<file path="config.mk">
export PLATFORM = sky130hd
export DESIGN_NAME = lspi_step
export DESIGN_NICKNAME = d
export VERILOG_FILES = /design/src/hdl/lspi_pkg.sv /design/src/hdl/lspi_step.sv
export SDC_FILE = /design/constraint.sdc
export NUM_CORES = 2
export LEC_CHECK = 0
export BUFFER_PORTS_ARGS = -buffer_cell sky130_fd_sc_hd__buf_2
export CORE_MARGIN = 2
export CORE_UTILIZATION = 50
export DETAILED_ROUTE_END_ITERATION = 16
export PLACE_DENSITY_LB_ADDON = 0.08
export REMOVE_ABC_BUFFERS = 1
export SLEW_MARGIN = 0
export SYNTH_ARGS = -nofsm -noshare
export SYNTH_HDL_FRONTEND = slang
export SYNTH_SLANG_ARGS = --single-unit
</file>
<file path="constraint.sdc">
create_clock -name clk_i -period 2.8 [get_ports clk_i]
set_input_delay 0.14 -clock clk_i [delete_from_list [all_inputs] [get_ports clk_i]]
set_output_delay 0.14 -clock clk_i [all_outputs]
set_load 0.05 [all_outputs]
</file>
<file path="src/hdl/lspi_pkg.sv">
// shared types and constants of the looped sample player
`default_nettype none
package lspi_pkg;

  // fixed point layout
  localparam int FRAC_BITS = 16;
  localparam int PHASE_W   = 34;
  localparam int IDX_W     = PHASE_W - FRAC_BITS;
  localparam int FM_W      = 20;
  localparam int GAIN_W    = 32;
  localparam int FM_SHIFT  = 20;
  localparam int PROD_W    = FM_W + GAIN_W + 1;
  localparam int CFG_IDX_W = 3;
  localparam int CFG_DATA_W = 32;

  localparam logic signed [PHASE_W-1:0] PHASE_MAX = {1'b0, {(PHASE_W-1){1'b1}}};
  localparam logic signed [PHASE_W-1:0] PHASE_MIN = {1'b1, {(PHASE_W-1){1'b0}}};
  localparam logic signed [15:0] SMP_MAX = 16'sh7FFF;
  localparam logic signed [15:0] SMP_MIN = 16'sh8000;

  // input item commands
  typedef enum logic [1:0] {
    CMD_LOAD    = 2'd0,
    CMD_FRAME   = 2'd1,
    CMD_RESTART = 2'd2
  } lspi_cmd_e;

  // configuration register indexes
  typedef enum logic [CFG_IDX_W-1:0] {
    REG_PLAYBACK_STEP = 3'd0,
    REG_FM_BASE_STEP  = 3'd1,
    REG_FM_GAIN       = 3'd2,
    REG_SAMPLE_LENGTH = 3'd3,
    REG_LOOP_ENABLE   = 3'd4,
    REG_LOOP_START    = 3'd5,
    REG_LOOP_END      = 3'd6
  } lspi_reg_e;

  typedef struct packed {
    logic [1:0]         command;
    logic [13:0]        load_address;
    logic signed [15:0] load_value;
    logic signed [19:0] fm_offset;
    logic               fm_valid;
  } lspi_in_t;

  typedef struct packed {
    logic signed [15:0] sample_out;
    logic               out_of_range;
  } lspi_out_t;

  typedef struct packed {
    logic [23:0] playback_step;
    logic [23:0] fm_base_step;
    logic [31:0] fm_gain;
    logic [14:0] sample_length;
    logic        loop_enable;
    logic [30:0] loop_start;
    logic [30:0] loop_end;
  } lspi_cfg_t;

  localparam lspi_cfg_t CFG_RESET = '{
    playback_step: 24'd65536,
    fm_base_step:  24'd65536,
    fm_gain:       32'd610080,
    sample_length: 15'd0,
    loop_enable:   1'b0,
    loop_start:    31'd0,
    loop_end:      31'd0
  };

  // operation handed to the memory and phase stage
  typedef struct packed {
    logic [1:0]                command;
    logic [13:0]               load_address;
    logic signed [15:0]        load_value;
    logic signed [PHASE_W-1:0] step;
  } lspi_op_t;

  // frame info traveling with the read data
  typedef struct packed {
    logic                 out_of_range;
    logic [FRAC_BITS-1:0] frac;
  } lspi_frame_t;

endpackage
`default_nettype wire

</file>
<file path="src/hdl/lspi_step.sv">
// input register, fm product and phase step computation
`default_nettype none
module lspi_step import lspi_pkg::*; (
  input  wire logic      clk_i,
  input  wire logic      rst_ni,
  input  wire logic      in_valid_i,
  output logic           in_ready_o,
  input  wire lspi_in_t  in_item_i,
  input  wire lspi_cfg_t cfg_i,
  output logic           op_valid_o,
  input  wire logic      op_ready_i,
  output lspi_op_t       op_o
);

  logic                     v1_q;
  lspi_in_t                 in_q;
  logic signed [PROD_W-1:0] prod_q, prod_d;
  logic                     rdy1, rdy2, adv1;
  logic                     v2_q;
  lspi_op_t                 op_q, op_d;
  logic signed [PHASE_W-1:0] fm_term;

  assign rdy2       = !v2_q || op_ready_i;
  assign rdy1       = !v1_q || rdy2;
  assign adv1       = v1_q && rdy2;
  assign in_ready_o = rdy1;

  // fm offset times gain, registered before any add
  assign prod_d = PROD_W'(in_item_i.fm_offset) * PROD_W'($signed({1'b0, cfg_i.fm_gain}));

  always_ff @(posedge clk_i or negedge rst_ni) begin
    if (!rst_ni) begin
      v1_q <= 1'b0;
    end else if (rdy1) begin
      v1_q <= in_valid_i;
    end
  end

  always_ff @(posedge clk_i) begin
    if (in_valid_i && rdy1) begin
      in_q   <= in_item_i;
      prod_q <= prod_d;
    end
  end

  // step select: plain step or base plus scaled fm offset
  assign fm_term = PHASE_W'(prod_q >>> FM_SHIFT);

  always_comb begin
    op_d.command      = in_q.command;
    op_d.load_address = in_q.load_address;
    op_d.load_value   = in_q.load_value;
    if (in_q.fm_valid) begin
      op_d.step = $signed(PHASE_W'(cfg_i.fm_base_step)) + fm_term;
    end else begin
      op_d.step = $signed(PHASE_W'(cfg_i.playback_step));
    end
  end

  always_ff @(posedge clk_i or negedge rst_ni) begin
    if (!rst_ni) begin
      v2_q <= 1'b0;
    end else if (rdy2) begin
      v2_q <= v1_q;
    end
  end

  always_ff @(posedge clk_i) begin
    if (adv1) begin
      op_q <= op_d;
    end
  end

  assign op_valid_o = v2_q;
  assign op_o       = op_q;

  // stalled first stage keeps its product
  a_prod_hold: assert property (@(posedge clk_i) disable iff (!rst_ni)
    v1_q && !rdy2 |=> v1_q && $stable(prod_q))
    else $error("fm product changed while stalled");

  // without fm the plain step is taken
  a_plain_step: assert property (@(posedge clk_i) disable iff (!rst_ni)
    adv1 && !in_q.fm_valid |=> op_q.step == $signed(PHASE_W'($past(cfg_i.playback_step))))
    else $error("plain step not selected");

  // stalled operation holds
  a_op_hold: assert property (@(posedge clk_i) disable iff (!rst_ni)
    v2_q && !op_ready_i |=> v2_q && $stable(op_q))
    else $error("operation changed while stalled");

endmodule
`default_nettype wire

</file>
==> run metrics <==
final hold vios 0; Slew Limit Fails 0; Worst R2R Start prod_q[26]; First-pass DRT Iterations 5; # DRC 0; Worst setup EP type flip-flop; share of cells above drive strength 1 26.07%; gr usage total 27.28%; final-report setup violation count 33; initial DRC count 1,041; global-route wire length before repair 119,100 um; register bit total from synthesis 134; post-synthesis cell count 2,747; HPWL after DPL 60,130 um; core area 0.05276 mm^2; vias per cell 5.196; violated checks negative setup slack; Synth area leaders fa_1 (40%), edfxtp_1 (15%), ha_1 (10%); root buf cell clkbuf_16; clock latency on the worst-skew pair 0.42 ns; die area 0.05542 mm^2; Placed Area 0.03047 mm^2; DRT Wirelength 74,010 um; final period demand of the worst path 6.027 ns; final worst path period share 215.2%; maximum operating frequency 165.9 MHz; R2R depth 9; Post-synth EDFFs 132; post-route setup slack -3.227 ns; post-DR wirelength/cell 18.86 um; Final GP Congestion 0.9083; Reg clk slew, reported paths 0.07 ns; H-tree levels 4; Arrival @ worst endpoint 6.21 ns; grt total ovfl 0; most common cell after layout, fill and taps aside inv_1; worst reg2reg setup slack 0.13 ns; WHS Endpoint op_o[3]; Mean Syn Cell Area 9.749 um^2; io pins 283; worst-case clock buffer depth 2; CTS buffer count 17; pin count of the biggest net entering global routing 67; Vias 20,380; # rows 84; CTS tree built; data required time at the worst endpoint 2.98 ns; Num Clock Sinks 134; count of buffers from port buffering 204; Area Overhead vs Synth 27.23%; commonest non-fill, non-tap cells in the layout inv_1 (565), fa_1 (504), and2_1 (312), nand2_1 (308), buf_4 (275); DRT antenna net count 0; Max FO, Critical Path 6; Post-Place Cells 3,786; Seq/Total Area, Yosys 14.99%; fraction of registers with async set/reset 1.493%; die width 235.4 um; Worst Max-Slew Pin Slew 0.6287 ns; vias in the first global route 22,100; Max Cap Viol 0; max_slew headroom 58.09%; status complete, but fails checks; r2r endpoint op_o[27]; Worst Min Path Start cfg_i[137]; Layout Cells excl Fill 3,923; initial antenna violation count 5; design area 0.03407 mm^2; top cell type's share of synthesized area 40.14%; Ys Warns 0; Post-synth top flop edfxtp_1; Tightest Hold Check Type in -> reg; Clock Skew 0.01001 ns; Layout Nets 4,190; mapped cell area 0.02678 mm^2; unrepaired setup endpoints after global routing yes; Starting Density 50.76%; Die Y 235.4 um; Yosys cell types 72; Crit Path Class in -> reg; Final TNS setup -99.39 ns; Synth area leader fa_1; Startpoint Class input port; Min-Delay Path Depth 2
[worst max-delay path, stage by stage]
cell       delay, ns
buf_12          0.12
buf_12          0.14
buf_8           0.12
and2_4          0.15
fa_2            0.54
fa_1            0.43
fa_2            0.55
fa_1            0.46
fa_1            0.52
fa_1            0.50
inv_1           0.05
fa_1            0.50
inv_2           0.05
ha_4            0.29
nand2_4         0.07
nor4_4          0.31
o2111ai_2       0.18
a211oi_2        0.20
buf_4           0.17
nor2_4          0.04
buf_6           0.14
a21oi_4         0.15
buf_4           0.13
o221ai_2        0.09
xnor2_1         0.12
[how the worst max path moves through the flow]
stage | from | end | slack, ns | cells past startpoint
final | cfg_i[87] | prod_q[48] | -3.23 | 25
after global routing | in_item_i[20] | prod_q[47] | -3.37 | 23
after CTS | cfg_i[87] | prod_q[47] | -3.17 | 22
after detailed placement | in_item_i[7] | prod_q[44] | -4.05 | 23
after global placement | in_item_i[7] | prod_q[44] | -3.95 | 23
after floorplan | in_item_i[20] | prod_q[44] | -3.22 | 20
[final cells by class]
class | count | area, um^2
clock buffers | 17 | 425.4
repair buffers | 594 | 5074
flip-flops and latches | 134 | 4014
diodes | 2 | 5.005
well taps | 688 | 860.8
multi-input cells | 1883 | 21270
fillers | 4289 | 18690
inverters | 590 | 2218
clock inverters | 15 | 205.2
[per-stage QoR]
stage | hold slack, ns | setup WS [ns] | util (%)
2_1_floorplan | -0.1556 | -3.218 | -
3_3_place_gp | -0.07563 | -3.953 | 57.75
3_5_place_dp | -0.07269 | -4.046 | 57.75
4_1_cts | 0.005275 | -3.171 | 63.23
5_1_grt | 0.01486 | -3.371 | 64.57
6_report | 0.01799 | -3.227 | 64.58
[sequential cells by signal, summed over array words and instances, names as in the netlist]
register,cells
in_q,33
v1_q,1
op_valid_o,1
op_o,66
prod_q,33
[layer usage]
metal	up-vias	GRT usage, %	share of wire, %
li1	9311	-	-
met1	10320	36.52	42
met2	654	46.85	49
met3	96	4.116	6.1
met4	4	6.524	2.3
met5	-	0	0.045
[what timing repair did]
item / CTS / global route
pin swaps: 145 / 111
buffers inserted: 46 / 21
endpoints found under the setup margin: 35 / 38
resized for setup: 315 / 137
cloned: 7 / 0
hold endpoints to repair: 40 / 0
hold buffers: 39 / 0
[cell usage after synthesis (8+ instances only)]
| library cell | instances |
|---|---|
| o21ai_0 | 23 |
| clkbuf_1 | 137 |
| nand2b_1 | 19 |
| nand3b_1 | 9 |
| nor2_1 | 60 |
| and3_1 | 8 |
| xor2_1 | 19 |
| fa_1 | 537 |
| and2_1 | 337 |
| edfxtp_1 | 132 |
| o211ai_1 | 9 |
| inv_1 | 590 |
| a21oi_1 | 53 |
| nand2_1 | 324 |
| o21ai_1 | 9 |
| xnor2_1 | 32 |
| o21bai_1 | 11 |
| mux2_2 | 18 |
| ha_1 | 218 |
| nand4b_1 | 9 |
| nand3_1 | 25 |
| o21a_1 | 11 |
| nor3_1 | 14 |
| a21o_1 | 32 |
| nand4_1 | 12 |
[logic make-up after synthesis]
| kind of cell | share of synthesized area (%) |
|---|---|
| and+or+nand+nor | 16.22 |
| AOI/OAI and AO/OA | 5.616 |
| muxes | 0.9111 |
| DFF | 14.99 |
| buffers and inverters | 10.27 |
| xor gates and xnor gates | 1.668 |
| adders and majority gates | 50.33 |
Power is not shown: default switching activity piles up to over one toggle a cycle in this logic, so the estimate is an artifact.
