$ cat config.mk
export PLATFORM = sky130hd
export DESIGN_NAME = lspi_interp
export DESIGN_NICKNAME = d
export VERILOG_FILES = /design/src/hdl/lspi_pkg.sv /design/src/hdl/lspi_interp.sv
export SDC_FILE = /design/constraint.sdc
export NUM_CORES = 1
export LEC_CHECK = 0
export BUFFER_PORTS_ARGS = -buffer_cell sky130_fd_sc_hd__buf_4
export CAP_MARGIN = 15
export CORE_ASPECT_RATIO = 2
export CORE_MARGIN = 2
export CORE_UTILIZATION = 50
export CTS_CLUSTER_DIAMETER = 200
export CTS_CLUSTER_SIZE = 14
export DETAILED_ROUTE_END_ITERATION = 7
export GPL_TIMING_DRIVEN = 0
export PLACE_DENSITY = 0.67
export SETUP_SLACK_MARGIN = 0.4
export SYNTH_ARGS = -nofsm -noshare
export SYNTH_HDL_FRONTEND = slang
export SYNTH_SLANG_ARGS = --single-unit
$ cat constraint.sdc
create_clock -name clk_i -period 3.15 [get_ports clk_i]
set_clock_uncertainty 0.1 [all_clocks]
set_input_delay 0.1575 -clock clk_i [delete_from_list [all_inputs] [get_ports clk_i]]
set_output_delay 0.1575 -clock clk_i [all_outputs]
set_load 0.01 [all_outputs]
$ cat src/hdl/lspi_pkg.sv
// shared types and constants of the looped sample player
`default_nettype none
package lspi_pkg;

  // fixed point layout
  localparam int FRAC_BITS = 16;
  localparam int PHASE_W   = 34;
  localparam int IDX_W     = PHASE_W - FRAC_BITS;
  localparam int FM_W      = 20;
  localparam int GAIN_W    = 32;
  localparam int FM_SHIFT  = 20;
  localparam int PROD_W    = FM_W + GAIN_W + 1;
  localparam int CFG_IDX_W = 3;
  localparam int CFG_DATA_W = 32;

  localparam logic signed [PHASE_W-1:0] PHASE_MAX = {1'b0, {(PHASE_W-1){1'b1}}};
  localparam logic signed [PHASE_W-1:0] PHASE_MIN = {1'b1, {(PHASE_W-1){1'b0}}};
  localparam logic signed [15:0] SMP_MAX = 16'sh7FFF;
  localparam logic signed [15:0] SMP_MIN = 16'sh8000;

  // input item commands
  typedef enum logic [1:0] {
    CMD_LOAD    = 2'd0,
    CMD_FRAME   = 2'd1,
    CMD_RESTART = 2'd2
  } lspi_cmd_e;

  // configuration register indexes
  typedef enum logic [CFG_IDX_W-1:0] {
    REG_PLAYBACK_STEP = 3'd0,
    REG_FM_BASE_STEP  = 3'd1,
    REG_FM_GAIN       = 3'd2,
    REG_SAMPLE_LENGTH = 3'd3,
    REG_LOOP_ENABLE   = 3'd4,
    REG_LOOP_START    = 3'd5,
    REG_LOOP_END      = 3'd6
  } lspi_reg_e;

  typedef struct packed {
    logic [1:0]         command;
    logic [13:0]        load_address;
    logic signed [15:0] load_value;
    logic signed [19:0] fm_offset;
    logic               fm_valid;
  } lspi_in_t;

  typedef struct packed {
    logic signed [15:0] sample_out;
    logic               out_of_range;
  } lspi_out_t;

  typedef struct packed {
    logic [23:0] playback_step;
    logic [23:0] fm_base_step;
    logic [31:0] fm_gain;
    logic [14:0] sample_length;
    logic        loop_enable;
    logic [30:0] loop_start;
    logic [30:0] loop_end;
  } lspi_cfg_t;

  localparam lspi_cfg_t CFG_RESET = '{
    playback_step: 24'd65536,
    fm_base_step:  24'd65536,
    fm_gain:       32'd610080,
    sample_length: 15'd0,
    loop_enable:   1'b0,
    loop_start:    31'd0,
    loop_end:      31'd0
  };

  // operation handed to the memory and phase stage
  typedef struct packed {
    logic [1:0]                command;
    logic [13:0]               load_address;
    logic signed [15:0]        load_value;
    logic signed [PHASE_W-1:0] step;
  } lspi_op_t;

  // frame info traveling with the read data
  typedef struct packed {
    logic                 out_of_range;
    logic [FRAC_BITS-1:0] frac;
  } lspi_frame_t;

endpackage
`default_nettype wire

$ cat src/hdl/lspi_interp.sv
// linear interpolation between the two samples and the output register
`default_nettype none
module lspi_interp import lspi_pkg::*; #(
  parameter int SAMPLE_WIDTH = 16
) (
  input  wire logic                          clk_i,
  input  wire logic                          rst_ni,
  input  wire logic                          rd_valid_i,
  output logic                               rd_ready_o,
  input  wire lspi_frame_t                   frame_i,
  input  wire logic signed [SAMPLE_WIDTH-1:0] s1_i,
  input  wire logic signed [SAMPLE_WIDTH-1:0] s2_i,
  output logic                               out_valid_o,
  input  wire logic                          out_ready_i,
  output lspi_out_t                          out_item_o
);

  localparam int PW = SAMPLE_WIDTH + FRAC_BITS + 2;
  localparam int YW = (SAMPLE_WIDTH + 2 > 17) ? SAMPLE_WIDTH + 2 : 17;

  logic                          v4_q, v5_q, rdy4, rdy5, adv3;
  logic signed [SAMPLE_WIDTH:0]  diff;
  logic signed [PW-1:0]          prod_d, prod_q;
  logic signed [SAMPLE_WIDTH-1:0] s1_q;
  logic                          oor4_q;
  logic signed [YW-1:0]          y;
  lspi_out_t                     out_d, out_q;

  assign rdy5       = !v5_q || out_ready_i;
  assign rdy4       = !v4_q || rdy5;
  assign adv3       = rd_valid_i && rdy4;
  assign rd_ready_o = rdy4;

  // fraction times sample difference
  assign diff   = $signed({s2_i[SAMPLE_WIDTH-1], s2_i}) - $signed({s1_i[SAMPLE_WIDTH-1], s1_i});
  assign prod_d = PW'(diff) * PW'($signed({1'b0, frame_i.frac}));

  always_ff @(posedge clk_i or negedge rst_ni) begin
    if (!rst_ni) begin
      v4_q <= 1'b0;
    end else if (rdy4) begin
      v4_q <= rd_valid_i;
    end
  end

  always_ff @(posedge clk_i) begin
    if (adv3) begin
      prod_q <= prod_d;
      s1_q   <= s1_i;
      oor4_q <= frame_i.out_of_range;
    end
  end

  // add, saturate, force zero outside the sample
  assign y = YW'(s1_q) + YW'(prod_q >>> FRAC_BITS);

  always_comb begin
    out_d.out_of_range = oor4_q;
    if (oor4_q) begin
      out_d.sample_out = '0;
    end else if (y > YW'(SMP_MAX)) begin
      out_d.sample_out = SMP_MAX;
    end else if (y < YW'(SMP_MIN)) begin
      out_d.sample_out = SMP_MIN;
    end else begin
      out_d.sample_out = y[15:0];
    end
  end

  always_ff @(posedge clk_i or negedge rst_ni) begin
    if (!rst_ni) begin
      v5_q <= 1'b0;
    end else if (rdy5) begin
      v5_q <= v4_q;
    end
  end

  always_ff @(posedge clk_i) begin
    if (v4_q && rdy5) begin
      out_q <= out_d;
    end
  end

  assign out_valid_o = v5_q;
  assign out_item_o  = out_q;

  // out of range items leave as zero
  a_oor_zero: assert property (@(posedge clk_i) disable iff (!rst_ni)
    v4_q && rdy5 && oor4_q |=> out_q.out_of_range && out_q.sample_out == '0)
    else $error("out of range item not zero");

  // product stage holds while the output is full
  a_prod_hold: assert property (@(posedge clk_i) disable iff (!rst_ni)
    v4_q && !rdy5 |=> v4_q && $stable(prod_q) && $stable(s1_q))
    else $error("product stage changed while stalled");

  // no item dropped when both stages are full and stalled
  a_no_drop: assert property (@(posedge clk_i) disable iff (!rst_ni)
    v4_q && v5_q && !out_ready_i |=> v4_q && v5_q)
    else $error("item dropped under stall");

endmodule
`default_nettype wire

==> metrics.csv <==
metric,value,unit
Core ar.,0.0275,mm²
WL met3,1370,µm
Synth Area in Adders,50.1,%
max-slew violations,0,
row cnt,86,
failing checks,negative setup slack,
CTS sink cnt,54,
total grt overflow,0,
largest net degree at the start of global routing,36,
crit-path max cell delay,0.60,ns
DP Cell Count,1898,
drt via density,5.58,
ANT nets after route,0,
Post-Route WL,41600,µm
initial drt markers,555,
fin crit share,233,%
layout cells sized above 1,23.5,%
"Cell Area, Synth",0.0140,mm²
I/O pin count,72,
WL per Instance,20.6,µm
hold path depth,3,
type of element capturing the critical path,register,
async set or reset register ratio after synthesis,3.70,%
clock buffer depth,2,
CP dominant cell by count,fa_1,
Syn-to-layout area delta,25.6,%
unrepaired setup endpoints after global routing,yes,
Arrival @ worst endpoint,7.30,ns
post-synthesis sequential area ratio,11.5,%
final hold violations,0,
# Max-Cap Violations,0,
ANT cells,0,
Setup Viol. Count Final,18,
M1 WL,12300,µm
port buffer count,59,
critical path required time,3.10,ns
mux cell area share after synthesis,0,%
"Distinct cells, synth",65,
metal2 WL,23600,µm
relative slew slack,29.4,%
"Avg Cell Area, Syn",9.39,µm²
Placer Congestion,0.948,
worst hold path type,input port to register,
Post-Synth XOR/XNOR Area,3.51,%
Final Util,63.7,%
Total Routing Usage GR,29.2,%
synth warn,0,
critical path launch point type,input port,
uppermost layer routed,met4,
complex-gate fraction of the synthesized area,10.0,%
simple-gate share of the synthesized area,13.5,%
CTS tree,yes,
# H-tree levels,2,
"Worst Setup Slack, final",-4.20,ns
CP Class,input port to register,
Worst Tran Pin Value,1.06,ns
chip width,122,µm
Nets,2115,
total CTS buffers,5,
fmax,136,MHz
"CTS clk-pin slew, worst paths",0.07,ns
hpwl dp,33000,µm
Final min period,7.35,ns
first-pass GRT wire length,63700,µm
largest family of logic cells by synthesized area,adder cells,
vias in the first global route,12400,
crit path max-delay cell type,fa_1,
vias post-DR,11300,
Pre-antenna DRT Iters,7,
Die Span Y,240,µm
cell count after synthesis,1487,
critical path peak fanout,4,
CTS root buffer,clkbuf_16,
Reg2Reg Depth,11,
status,"finished, violations left",
antenna violations before repair,0,
Main synth FF type,edfxtp_1,
final non-filler cell total,2022,
worst skew pair latency,0.30,ns
Post-synth EDFFs,52,
Yosys reg bits,54,
DIE AREA,0.0294,mm²
Starting Density,50.7,%
Mapped Nets,1933,
DRC viols,0,
placed cells by master (no fill, tap or decap), drive strengths merged, types with 14 or more instances in the layout:
cell type    Yosys  layout
edfxtp          52      52
nand3           14      14
clkbuf          46      53
buf             11     168
and2           103     103
inv            354     354
xnor2           42      42
dlygate4sd3      1      20
a21oi           48      48
nor2            36      36
o21ai           35      35
a31oi           15      15
o21a            17      17
ha             120     120
nand2b          19      19
nand2          145     145
a21o            21      21
fa             273     273
nor2b           25      25
xor2            14      14
cell usage after synthesis, types with 6 or more instances:
master | n | area share [%]
a211oi_1 | 7 | 0.38
o31ai_2 | 9 | 0.81
inv_1 | 353 | 9.5
xnor2_1 | 42 | 2.6
nand2b_1 | 19 | 0.85
ha_1 | 120 | 11
fa_1 | 273 | 39
buf_2 | 7 | 0.25
o21ai_0 | 32 | 1.1
o21a_1 | 17 | 0.91
nor2b_1 | 25 | 1.1
clkbuf_1 | 46 | 1.2
nor3_1 | 6 | 0.22
nor2_1 | 36 | 0.97
a31o_2 | 13 | 0.82
nand3_1 | 14 | 0.50
a21o_1 | 20 | 1.1
edfxtp_1 | 52 | 11
xor2_1 | 14 | 0.88
a31oi_1 | 15 | 0.67
and2_1 | 103 | 4.6
nand2_1 | 145 | 3.9
a21oi_1 | 46 | 1.6
and3_1 | 6 | 0.27
worst max-delay path, delay by kind of cell:
family	cells	cell delay [ns]
fa+ha+maj	8	3.50
compound gates	11	2.22
buf+inv	9	0.84
simple gates	2	0.30
xor+xnor	2	0.27
routing by layer:
metal	up-vias	track usage (%)
li1	4952	-
met1	5745	27.0
met5	-	0
met2	388	55.8
met4	0	24.1
met3	202	2.70
logic make-up (layout without fill, tap and decap cells):
logic type | count (synthesis) | after routing
buf+inv | 412 | 595
fa+ha+maj | 396 | 396
simple gates | 372 | 372
compound gates | 197 | 197
xor+xnor | 56 | 56
flops | 54 | 54
state kept, by name, summed over array words and instances, names as in the netlist:
signal       count
prod_q          18
out_item_o      17
s1_q            16
oor4_q           1
out_valid_o      1
v4_q             1
through the flow:
| step | worst slack [ns] | area, µm² | setup TNS [ns] | hold slack [ns] |
|---|---|---|---|---|
| 2_1_floorplan | -3.90 | 14200 | -63.71 | -0.238 |
| 3_3_place_gp | -5.54 | 15100 | -91.25 | -0.159 |
| 3_5_place_dp | -5.54 | 15100 | -91.69 | -0.157 |
| 4_1_cts | -4.23 | 17000 | -69.65 | 0.0347 |
| 5_1_grt | -4.37 | 17500 | -74.20 | 0.0713 |
| 6_report | -4.20 | 17500 | -71.43 | 0.0412 |
repair_timing:
item,CTS,global route
endpoints found under the hold margin,20,0
hold buffers,19,0
pin swaps,111,80
endpoints found under the setup margin,33,33
gates cloned,2,1
gates resized for setup,202,74
buffers inserted,72,22
worst paths after layout:
check / start / to / slack [ns]
max in group asynchronous: rst_ni / v4_q / 2.79
worst min-delay path: out_ready_i / out_valid_o / 0.04
worst min register to register: v4_q / out_valid_o / 0.40
worst max-delay path: s1_i[1] / prod_q[30] / -4.20
min in group asynchronous: rst_ni / out_valid_o / 0.07
worst max register to register: s1_q[1] / out_item_o[12] / 0.13
layout make-up:
cell class              count  area, µm²
clock buffers               8        146
repair buffers            175       1570
multi-input cells        1021      12100
inverters                 354       1340
well taps                 352        440
plain buffers              58        364
fillers                  2275      10000
flip-flops and latches     54       1610
Power is not shown: default switching activity piles up to over one toggle a cycle in this logic, so the estimate is an artifact.
